--- src/rtl/ffha_pkg.sv ---
// Shared constants, types and helpers of the first-fit heap allocator.
`default_nettype none
package ffha_pkg;

  localparam int unsigned HEAP_MAX_BYTES = 65536;
  localparam int unsigned HEADER_BYTES   = 64;
  localparam int unsigned GRANULE_BYTES  = 16;

  localparam int unsigned GRAN_SH  = $clog2(GRANULE_BYTES);
  localparam int unsigned HDR_SPAN =
    ((HEADER_BYTES + GRANULE_BYTES - 1) / GRANULE_BYTES) * GRANULE_BYTES;
  localparam int unsigned SLOTS    = HEAP_MAX_BYTES / GRANULE_BYTES;
  localparam int unsigned SLOT_W   = $clog2(SLOTS);
  localparam int unsigned LINK_W   = SLOT_W + 1;

  localparam int unsigned CAP_W = 17;
  localparam int unsigned REQ_W = 32;
  localparam int unsigned OFF_W = 16;
  localparam int unsigned CNT_W = 32;
  localparam int unsigned RND_W = REQ_W + 1;

  localparam int unsigned IN_DATA_W  = 48;
  localparam int unsigned IN_USER_W  = 3;
  localparam int unsigned OUT_DATA_W = 136;
  localparam int unsigned OUT_USER_W = 2;
  localparam int unsigned OUT_PAD_W  = OUT_DATA_W - (OFF_W + 3 * CAP_W + 2 * CNT_W);

  localparam logic [LINK_W-1:0] NIL        = LINK_W'(SLOTS);
  localparam logic [CAP_W-1:0]  HDR_C      = CAP_W'(HDR_SPAN);
  localparam logic [CAP_W-1:0]  MIN_SPLIT  = CAP_W'(HDR_SPAN + GRANULE_BYTES);
  localparam logic [CAP_W-1:0]  HEAP_MAX_C = CAP_W'(HEAP_MAX_BYTES);
  localparam logic [CAP_W-1:0]  HEAP_RESET = 17'h10000;

  // One slot of the block table
  typedef struct packed {
    logic              live;
    logic              free;
    logic [CAP_W-1:0]  cap;
    logic [CAP_W-1:0]  used;
    logic [LINK_W-1:0] pphys;
    logic [LINK_W-1:0] nphys;
    logic [LINK_W-1:0] pfree;
    logic [LINK_W-1:0] nfree;
  } entry_t;

  // Access request to the slot table
  typedef struct packed {
    logic              rd_en;
    logic [SLOT_W-1:0] rd_addr;
    logic              we;
    logic [SLOT_W-1:0] wr_addr;
    entry_t            wr_data;
  } tbl_req_t;

  typedef enum logic [0:0] {ALU_ADD, ALU_SUB} alu_op_e;

  typedef enum logic [1:0] {
    ACT_ALLOC   = 2'd0,
    ACT_RELEASE = 2'd1,
    ACT_MEASURE = 2'd2,
    ACT_NONE    = 2'd3
  } action_e;

  typedef enum logic [1:0] {
    STS_OK     = 2'd0,
    STS_NOFIT  = 2'd1,
    STS_BADREL = 2'd2,
    STS_NULL   = 2'd3
  } status_e;

  typedef enum logic [1:0] {K_NFREE, K_PFREE, K_PPHYS} rmw_kind_e;

  typedef enum logic [4:0] {
    FS_CLEAR, FS_IDLE,
    FS_AL_WALK, FS_AL_FAIL, FS_AL_REM_P, FS_AL_REM_N, FS_AL_SPLIT, FS_AL_PUSH, FS_AL_FIN,
    FS_RL_BAD, FS_RL_CHK, FS_RL_N, FS_RL_NREM_P, FS_RL_NREM_N, FS_RL_NABS,
    FS_RL_PRD, FS_RL_P, FS_RL_PREM_P, FS_RL_PREM_N, FS_RL_PABS, FS_RL_PUSH,
    FS_MS_WALK, FS_RMW_RD, FS_RMW_WR, FS_DONE
  } fsm_e;

  // Pending link update: read slot, patch one field, write back, resume
  typedef struct packed {
    logic [LINK_W-1:0] addr;
    rmw_kind_e         kind;
    logic [LINK_W-1:0] val;
    fsm_e              ret;
  } rmw_t;

  // Clamp to the range, trim to the grid, drop a range too small for one block
  function automatic logic [CAP_W-1:0] usable_of(input logic [CAP_W-1:0] hb);
    logic [CAP_W-1:0] u;
    u = (hb > HEAP_MAX_C) ? HEAP_MAX_C : hb;
    u = u & ~CAP_W'(GRANULE_BYTES - 1);
    if (u < MIN_SPLIT) begin
      u = '0;
    end
    return u;
  endfunction

endpackage
`default_nettype wire

--- src/rtl/ffha_alu.sv ---
// Shared add/subtract unit of the allocator sequencer.
`default_nettype none
module ffha_alu (
  input  ffha_pkg::alu_op_e               op_i,
  input  logic [ffha_pkg::RND_W-1:0]      a_i,
  input  logic [ffha_pkg::RND_W-1:0]      b_i,
  output logic [ffha_pkg::RND_W:0]        res_o
);
  import ffha_pkg::*;

  // Top bit is the borrow on subtract
  assign res_o = (op_i == ALU_SUB) ? ({1'b0, a_i} - {1'b0, b_i})
                                   : ({1'b0, a_i} + {1'b0, b_i});

endmodule
`default_nettype wire

--- config.mk ---
export PLATFORM = sky130hd
export DESIGN_NAME = ffha_alu
export DESIGN_NICKNAME = d
export VERILOG_FILES = /design/src/rtl/ffha_pkg.sv /design/src/rtl/ffha_alu.sv
export SDC_FILE = /design/constraint.sdc
export NUM_CORES = 1
export LEC_CHECK = 0
export BUFFER_PORTS_ARGS = -buffer_cell sky130_fd_sc_hd__buf_2
export CELL_PAD_IN_SITES_DETAIL_PLACEMENT = 1
export CELL_PAD_IN_SITES_GLOBAL_PLACEMENT = 1
export CORE_MARGIN = 8
export CORE_UTILIZATION = 30
export DETAILED_ROUTE_END_ITERATION = 8
export PLACE_DENSITY_LB_ADDON = 0.1
export SETUP_SLACK_MARGIN = 0.02
export SYNTH_ARGS = -nofsm -noshare
export SYNTH_HDL_FRONTEND = slang
export SYNTH_SLANG_ARGS = --single-unit
--- constraint.sdc ---
create_clock -name vclk -period 16.7
set_input_delay 4.175 -clock vclk [all_inputs]
set_output_delay 4.175 -clock vclk [all_outputs]
set_load 0.005 [all_outputs]
==> Word level (Yosys, flattened, before mapping) <==
Cells that the tools add are included.
W data, S select, Z words.
{ "totals": {"input_bits": 67, "out_inout_bits": 34, "ff_bits": 0, "elab_cells": 3} }
{ "op_classes": {"n_addsub": 2, "muxes": 1} }
{ "ops": {"columns": ["cell", "n"], "rows": [
  ["$add A33 B33 Y34", 1],
  ["$mux W34", 1],
  ["$sub A33 B33 Y34", 1]
]} }

==> Depth between registers and ports, before layout <==
Gate-level depths: netlist (run 1).
{ "logic_depth": {"depth_word": 2, "depth_mapped": 17, "depth_no_buf": 15} }

==> Worst setup path after synthesis (run 1) <==
Ideal clock, no wire load.
{ "synth_path": {"path_type": "input to output", "from": "input b_i[15] (netlist name)", "to": "output res_o[31] (netlist name)", "n_path_buf": 1, "setup_slack_ns": 5.081, "arrival_time_ns": 7.444, "path_stages": 14, "t_required_ns": 12.525, "cell_sequence": "or4_4 -> nor4_4 -> nand2b_2 -> or4_4 -> nor3b_4 -> nor2_1 -> xnor2_1 -> ha_1 -> clkbuf_1 -> nand2_1 -> or3_1 -> o31ai_1 -> a221oi_1 -> xnor2_1"} }
{ "synth_between": {"elab_chain_cells": 2, "word_cells_on_any_way": 3, "classes_between": "add/sub (2); mux (1)"} }
{ "synth_lines": {"columns": ["element", "line", "text"], "rows": [
  ["start, declared", "ffha_alu.sv:6", "input logic [ffha_pkg::RND_W-1:0] b_i,"],
  ["$add A33 B33 Y34 or $sub A33 B33 Y34 (tied branches)", "ffha_alu.sv:13, ffha_alu.sv:12", null],
  ["$mux W34 (*)", "ffha_alu.sv:12", "assign res_o = (op_i == ALU_SUB) ? ({1'b0, a_i} - {1'b0, b_i})"],
  ["end, declared", "ffha_alu.sv:7", "output logic [ffha_pkg::RND_W:0] res_o"]
]} }
Mark *: on every way between the ends. The rest lies on a longest branch, timed or not.

==> Final worst setup path (run 1) <==
{ "layout_path": {"from": "input b_i[3] (netlist name)", "to": "output res_o[31] (netlist name)"} }
The elaborated chain is that of the path after synthesis.

==> results of run 1 <==
[worst max-delay path: cells and delay by family]
kind                     cells  cell delay [ps]
XOR/XNOR                     2              330
adder cells (fa/ha/maj)      1              390
buffers and inverters        2              250
AO/OA/AOI/OAI                4              990
AND/OR/NAND/NOR              5             1860
[cells by family (layout without fill, tap and decap cells)]
logic type	count (synthesis)	in the layout	synth area share
mux	1	1	0.00410
compound gates	124	124	0.305
xor+xnor	62	62	0.222
fa+ha+maj	35	35	0.182
buf+inv	34	120	0.0522
simple gates	111	111	0.235
[layout by cell type (no fill, tap or decap), drive strengths merged, types with 2 or more instances in the layout]
master	instances
a21oi	57
o211a	2
o31ai	2
ha	34
nor2b	3
xnor2	54
nor3b	3
or3	3
nand2	29
and2	5
or4	2
a41oi	2
o21ai	20
nand4	9
a211oi	3
o21a	6
and3	2
nor2	34
buf	101
a21o	7
nor3	10
nand3	4
xor2	8
nand2b	3
a21boi	2
inv	19
o211ai	2
o21bai	6
a31oi	9
a31o	2
nor4	4
[layer usage]
metal	track usage	vias to the layer above	part of all wire
met5	0	-	0
met4	0.00804	0	0.0037
met3	0.0188	4	0.040
met2	0.283	59	0.48
met1	0.198	1340	0.48
li1	-	1492	-
[worst paths after layout]
kind    from        end  slack, ps  cells after the start
min   a_i[0]   res_o[0]       8750                      5
max   b_i[3]  res_o[31]       4530                     14
[cell type report]
class	count	share of cell area
Multi-Input combinational cell	333	0.766
Timing Repair Buffer	101	0.167
Tap cell	105	0.0434
Inverter	19	0.0236
[power groups by stage]
| stage | registers (mW) | logic [mW] | clock network (mW) |
|---|---|---|---|
| global placement | 0 | 0.168 | 0 |
| CTS | 0 | 0.170 | 0 |
| finish | 0 | 0.167 | 0 |
| global route | 0 | 0.188 | 0 |
| detailed placement | 0 | 0.169 | 0 |
| floorplan | 0 | 0.105 | 0 |
[per-stage QoR]
stage	utilization	std cells	instance area, um^2	hold slack, ps	power [mW]
2_1_floorplan	-	367	2440	8480	0.105
3_3_place_gp	0.376	558	3020	8750	0.168
3_5_place_dp	0.376	558	3020	8760	0.169
4_1_cts	0.376	558	3020	8760	0.170
5_1_grt	0.376	558	3020	8780	0.188
6_report	0.376	558	3020	8750	0.167
==> summary.txt, run 1 <==
Power and ir drop
  – Comb pwr share: 1.000
  – PD cells: 55.2 mW/mm^2
  – Pint: around 75 uW
  – Switch share: 0.550
  – Switching pwr: roughly 90 uW
  – Maximum vdd ir drop: roughly 0.017 mV
  – Share of power burned in registers: 0
  – Leak: roughly 1.4 nW
  – Clk pwr share: 0

Drt
  – Routed wire length: ~9 mm
  – Iteration count of the initial detailed-routing pass: 4
  – Via Count: about 2900
  – Post-DRT Antenna Nets: 0
  – DR vias/cell: roughly 5.2
  – Initial DRC count: slightly above 40
  – DR WL/cell: around 16 um
  – Post-route DRC: 0

Global route
  – Gr usage total: 0.155
  – First-pass GRT wire length: 15.1 mm
  – Largest net degree at the start of global routing: 34
  – Vias in the first global route: 3145
  – Total congestion overflow: 0
  – Initial antenna violation count: 0

Logic synthesis
  – Cell taking the most area after synthesis: xnor2_1
  – Seq/Total Area, Yosys: 0
  – Syn_nets: roughly 470
  – Top-count cell post-synth: a21oi_1
  – Yosys cell types: 40
  – Area share of the largest cell type after synthesis: 0.194
  – Yosys warns: 0
  – Ranking of synthesized cells by area: xnor2_1 19%, ha_1 17%, a21oi_1 12%
  – Post-synth top cells: 57 x a21oi_1, 54 x xnor2_1, 34 x ha_1, 34 x nor2_1, 29 x nand2_1
  – Mapped Cells: 367
  – Netlist Area Pre-Place: roughly 0.0024 mm^2
  – Mean Syn Cell Area: between 6 and 7 um^2

Die
  – Initial Util: 0.303
  – Die width: about 110 um
  – Die Ht: 106 um
  – CORE AREA: ~0.008 mm^2
  – Rows: 33
  – Die ar.: between 0.01 and 0.015 mm^2
  – I/O pin count: 101

CTS
  – CTS Hold Bufs: 0
  – Setup bufs post-CTS: 0
  – Post-CTS sizing: 0

Timing
  – Slew Viols, Final: 0
  – Fmax: 0.0822 GHz
  – Final Hold Vio Count: 0
  – Final worst path period need: around 12000 ps
  – Worst Tran Pin Value: about 610 ps
  – Fin crit share: 0.729
  – Fin worst setup slack: approximately 4500 ps
  – Unrepaired setup endpoints after global routing: false
  – Max_slew headroom: 0.591
  – Setup TNS: 0 ps
  – Setup violators final: 0

Placed design
  – Port Buffers: about 100
  – Worst slack at placement: between 4000 and 5000 ps
  – Placer Congestion: approximately 0.8
  – Final HPWL DP: between 8 and 9 mm

Worst setup path
  – CP Data Required Time: approximately 13000 ps
  – Worst Setup Path Type: in -> out
  – Worst-path cell chain: buf_2 > or3_1 > nor3b_1 > and2_1 > a21oi_1 > xnor2_1 > ha_1 > nand4_1 > or3_1 > o211a_1 > o31ai_1 > a221oi_1 > xnor2_1 > buf_2
  – Crit path arrival time: roughly 8000 ps
  – CP max stage delay: 550 ps
  – CP max stage cell: nor3b_1
  – Max FO, Critical Path: 7
  – Crit end category: primary output
  – Startpoint Class: input port

Finish
  – N_diodes: 0
  – Area of the multi-input gates: about 0.0023 mm^2
  – Flip-flop and latch count: 0
  – Fill cell count: approximately 1100
  – P&R area growth vs syn: 23.8%
  – Share of post-route cells with drive strength above 1: 0.241
  – Clock buffer count: 0
  – Register area: 0 um^2
  – Nets: around 560

Worst hold path
  – Hold WC Path Type: in -> out

Run
  – Max-cap violations: 0

Status
  – Status: completed
Power figures use the tool's default switching activity.
==> run 2, diff against run 1 <==
- clock period: 16.7 -> 11.9 ns (I/O delays scaled with it)
==> summary.txt, run 2 (synthesis results as in run 1) <==
Status
  – Status: completed

Die
  – Rows: 33
  – Die width: 106 um
  – I/O pin count: about 100
  – Die Ht: approximately 110 um
  – Initial Util: 0.303
  – Die ar.: ~0.011 mm^2
  – CORE AREA: a little over 0.008 mm^2

Timing
  – Slew Viols, Final: 0
  – Setup TNS: 0 ps
  – Unrepaired setup endpoints after global routing: false
  – Final worst path period need: between 9000 and 10000 ps
  – Fin worst setup slack: between 2000 and 2500 ps
  – Setup violators final: 0
  – Worst Tran Pin Value: around 620 ps
  – Fin crit share: 0.818
  – Final Hold Vio Count: 0
  – Max_slew headroom: 0.585
  – Fmax: 0.103 GHz

Power and ir drop
  – Switching pwr: approximately 130 uW
  – Comb pwr share: 1.000
  – Maximum vdd ir drop: 0.0235 mV
  – Clk pwr share: 0
  – Leak: ~1.4 nW
  – Switch share: 0.550
  – PD cells: between 70 and 80 mW/mm^2
  – Total power draw: roughly 230 uW
  – Pint: about 110 uW
  – Share of power burned in registers: 0

Global route
  – First-pass GRT wire length: ~15 mm
  – Initial antenna violation count: 0
  – Total congestion overflow: 0
  – Vias in the first global route: approximately 3100
  – Gr usage total: 0.156
  – Largest net degree at the start of global routing: 34

CTS
  – Setup bufs post-CTS: 0
  – CTS Hold Bufs: 0
  – Post-CTS sizing: 0

Finish
  – Most frequent cells in the layout: 101 x buf_2, 57 x a21oi_1, 54 x xnor2_1
  – Fill cell count: around 1100
  – Nets: around 560
  – Clock buffer count: 0
  – Commonest non-fill, non-tap cell in the layout: buf_2
  – Share of post-route cells with drive strength above 1: 0.241
  – Register area: 0 um^2
  – N_diodes: 0
  – P&R area growth vs syn: 23.8%
  – Flip-flop and latch count: 0

Drt
  – DR WL/cell: between 15 and 20 um
  – Iteration count of the initial detailed-routing pass: 4
  – Post-route DRC: 0
  – Via Count: roughly 2900
  – Routed wire length: 8.97 mm
  – DR vias/cell: slightly above 5
  – Initial DRC count: between 90 and 100
  – Post-DRT Antenna Nets: 0

Worst setup path
  – Crit end category: primary output
  – Worst-path cell chain: buf_2 > or3_1 > nor3b_1 > and2_1 > a21oi_1 > xnor2_1 > ha_1 > nand4_1 > or3_1 > o211a_1 > o31ai_1 > a221oi_1 > xnor2_1 > buf_2
  – Max FO, Critical Path: 7
  – CP max stage cell: nor3b_1
  – Crit path arrival time: slightly below 7000 ps
  – Worst Setup Path Type: in -> out
  – CP max stage delay: 550 ps
  – Startpoint Class: input port
  – CP Data Required Time: slightly below 9000 ps

Run
  – Max-cap violations: 0

Worst hold path
  – Hold WC Path Type: in -> out

Placed design
  – Port Buffers: roughly 100
  – Placer Congestion: slightly below 0.8
  – Worst slack at placement: ~2100 ps
  – Final HPWL DP: approximately 8.0 mm
==> run 2: cell counts in the layout (fill, tap and decap cells not counted) <==
No cell type changed its count.
==> run 2: critical path, delay by kind of cell <==
| family | cells | cell delay (ps) |
|---|---|---|
| and+or+nand+nor | 5 | 1850 |
| AOI/OAI and AO/OA | 4 | 970 |
| adders and majority gates | 1 | 390 |
| xor gates and xnor gates | 2 | 320 |
| buffers and inverters | 2 | 250 |
==> run 2: area by class of cell <==
type,count,area [um^2],share of cell area
Inverter,19,71.3,0.0236
Timing Repair Buffer,101,505,0.167
Tap cell,105,131,0.0434
Multi-Input combinational cell,333,2320,0.766
==> run 2: power groups by stage <==
| stage | registers (mW) | logic [mW] | clock network, mW |
|---|---|---|---|
| 2_1_floorplan | 0 | 0.148 | 0 |
| 5_1_grt | 0 | 0.264 | 0 |
| 3_3_place_gp | 0 | 0.235 | 0 |
| 6_report | 0 | 0.234 | 0 |
| 3_5_place_dp | 0 | 0.237 | 0 |
| 4_1_cts | 0 | 0.239 | 0 |
==> run 2: final timing paths <==
path / cells after the start / slack, ps / from / end
worst max-delay path: 14 / 2160 / b_i[3] / res_o[31]
worst min-delay path: 5 / 6350 / a_i[0] / res_o[0]
==> run 2: stage by stage <==
stage,hold WS [ps],cell area (um^2),instances,util
2_1_floorplan,6080,2440,367,-
3_3_place_gp,6350,3020,558,0.376
3_5_place_dp,6360,3020,558,0.376
4_1_cts,6360,3020,558,0.376
5_1_grt,6380,3020,558,0.376
6_report,6350,3020,558,0.376
==> run 2: per-layer routing <==
layer,vias to the layer above,wire length (um),GRT usage
met4,0,32,0.00503
li1,1492,-,-
met2,59,4290,0.286
met1,1307,4300,0.202
met5,-,0,0
met3,2,341,0.0157
==> run 3, diff against run 2 <==
- clock period: 11.9 -> 8.2 ns (I/O delays scaled with it)
==> summary.txt, run 3 (synthesis results as in run 1) <==
Worst setup path
  – Crit end category: primary output
  – Max FO, Critical Path: 7
  – Startpoint Class: input port
  – Crit path arrival time: ~5800 ps
  – Worst Setup Path Type: in -> out
  – CP Data Required Time: about 6200 ps

Global route
  – Largest net degree at the start of global routing: 22
  – Gr usage total: 0.152
  – First-pass GRT wire length: between 10 and 15 mm
  – M3 GR Usage: 0.0200
  – Grt peak-use layer: met2
  – Initial antenna violation count: 0
  – Met1 global-route usage: 0.197
  – GR Util met2: 0.275
  – Total congestion overflow: 0
  – Vias in the first global route: around 3100

Finish
  – P&R area growth vs syn: 24.7%
  – Flip-flop and latch count: 0
  – N_diodes: 0
  – Nets: 560
  – Clock buffer count: 0
  – Final core occ: 0.378
  – Register area: 0 um^2
  – Share of post-route cells with drive strength above 1: 0.246
  – Most frequent cells in the layout: 101 x buf_2, 57 x a21oi_1, 54 x xnor2_1
  – Commonest non-fill, non-tap cell in the layout: buf_2

Worst hold path
  – Hold path start: b_i[0]
  – Hold WC Path Type: in -> out
  – Worst Hold Depth: 4
  – WHS Endpoint: res_o[0]

Drt
  – Via Count: 2863
  – DR vias/cell: 5.10
  – DR WL/cell: roughly 16 um
  – Post-route DRC: 0
  – Initial DRC count: 41
  – Iteration count of the initial detailed-routing pass: 4
  – Routed wire length: a little under 9 mm
  – Post-DRT Antenna Nets: 0

Timing
  – Max_slew headroom: 0.686
  – Hold WS: 4510 ps
  – Unrepaired setup endpoints after global routing: false
  – Worst Tran Pin Value: 465 ps
  – Setup TNS: 0 ps
  – Fin crit share: 0.958
  – Slew Viols, Final: 0
  – Fmax: between 0.1 and 0.15 GHz
  – Setup violators final: 0
  – Final worst path period need: between 7000 and 8000 ps
  – Final Hold Vio Count: 0

Die
  – Die ar.: between 0.01 and 0.015 mm^2
  – Initial Util: 0.303
  – Die Ht: between 100 and 150 um
  – Die width: around 110 um
  – I/O pin count: between 100 and 150
  – CORE AREA: 0.00805 mm^2
  – Rows: 33

Power and ir drop
  – PD cells: 112 mW/mm^2
  – Total power draw: 340 uW
  – Maximum vdd ir drop: around 0.033 mV
  – Leak: approximately 1.4 nW

Placed design
  – Final HPWL DP: 8.02 mm
  – Placer Congestion: a little over 0.8
  – Port Buffers: 101

CTS
  – Setup bufs post-CTS: 0
  – CTS Hold Bufs: 0
  – Post-CTS sizing: 0

Run
  – Max-cap violations: 0

Status
  – Status: completed
## run 3: cell count changes in the layout (fill, tap and decap cells not counted)
cell | previous run | this run
buf_4 | 0 | 3
## run 3: through the flow
stage	instance area, um^2	std cells	setup WS [ps]
CTS	3050	561	345
global placement	3050	561	441
global route	3050	561	40.2
finish	3050	561	348
floorplan	2440	367	831
detailed placement	3050	561	341
## run 3: how the worst max path moves through the flow
stage                end    start  cells after the start  slack [ps]
6_report       res_o[31]  b_i[15]                     15         350
5_1_grt        res_o[31]   b_i[8]                     15          40
4_1_cts        res_o[31]  b_i[15]                     15         340
3_5_place_dp   res_o[31]  b_i[15]                     15         340
3_3_place_gp   res_o[31]  b_i[15]                     15         440
2_1_floorplan  res_o[31]  b_i[15]                     14         830
## run 3: critical path, stage by stage
cell and delay [ps]:
buf_2 120, or4_4 560, nor4_4 190, nand2b_2 120
or4_4 470, nor3b_4 290, nor2_1 90, xnor2_1 130
ha_1 410, nand2_1 130, or3_1 350, o31ai_1 430
a221oi_1 160, xnor2_1 160, buf_2 140
## run 3: metal layers
metal | vias to the layer above | part of all wire
met1 | 1304 | 0.47
met2 | 55 | 0.48
met5 | - | 0
li1 | 1502 | -
met4 | 0 | 0.0028
met3 | 2 | 0.046
## run 3: cell type report
| type | instances | area [um^2] |
|---|---|---|
| inverters | 19 | 71.3 |
| repair buffers | 104 | 528 |
| well taps | 105 | 131 |
| multi-input cells | 333 | 2320 |
| fillers | 1134 | 5000 |
## run 3: power by group
part | internal [mW] | total, mW | leakage, nW | switching [mW]
registers | 0 | 0 | 0 | 0
logic | 0.154 | 0.340 | 1.41 | 0.187
clock network | 0 | 0 | 0 | 0
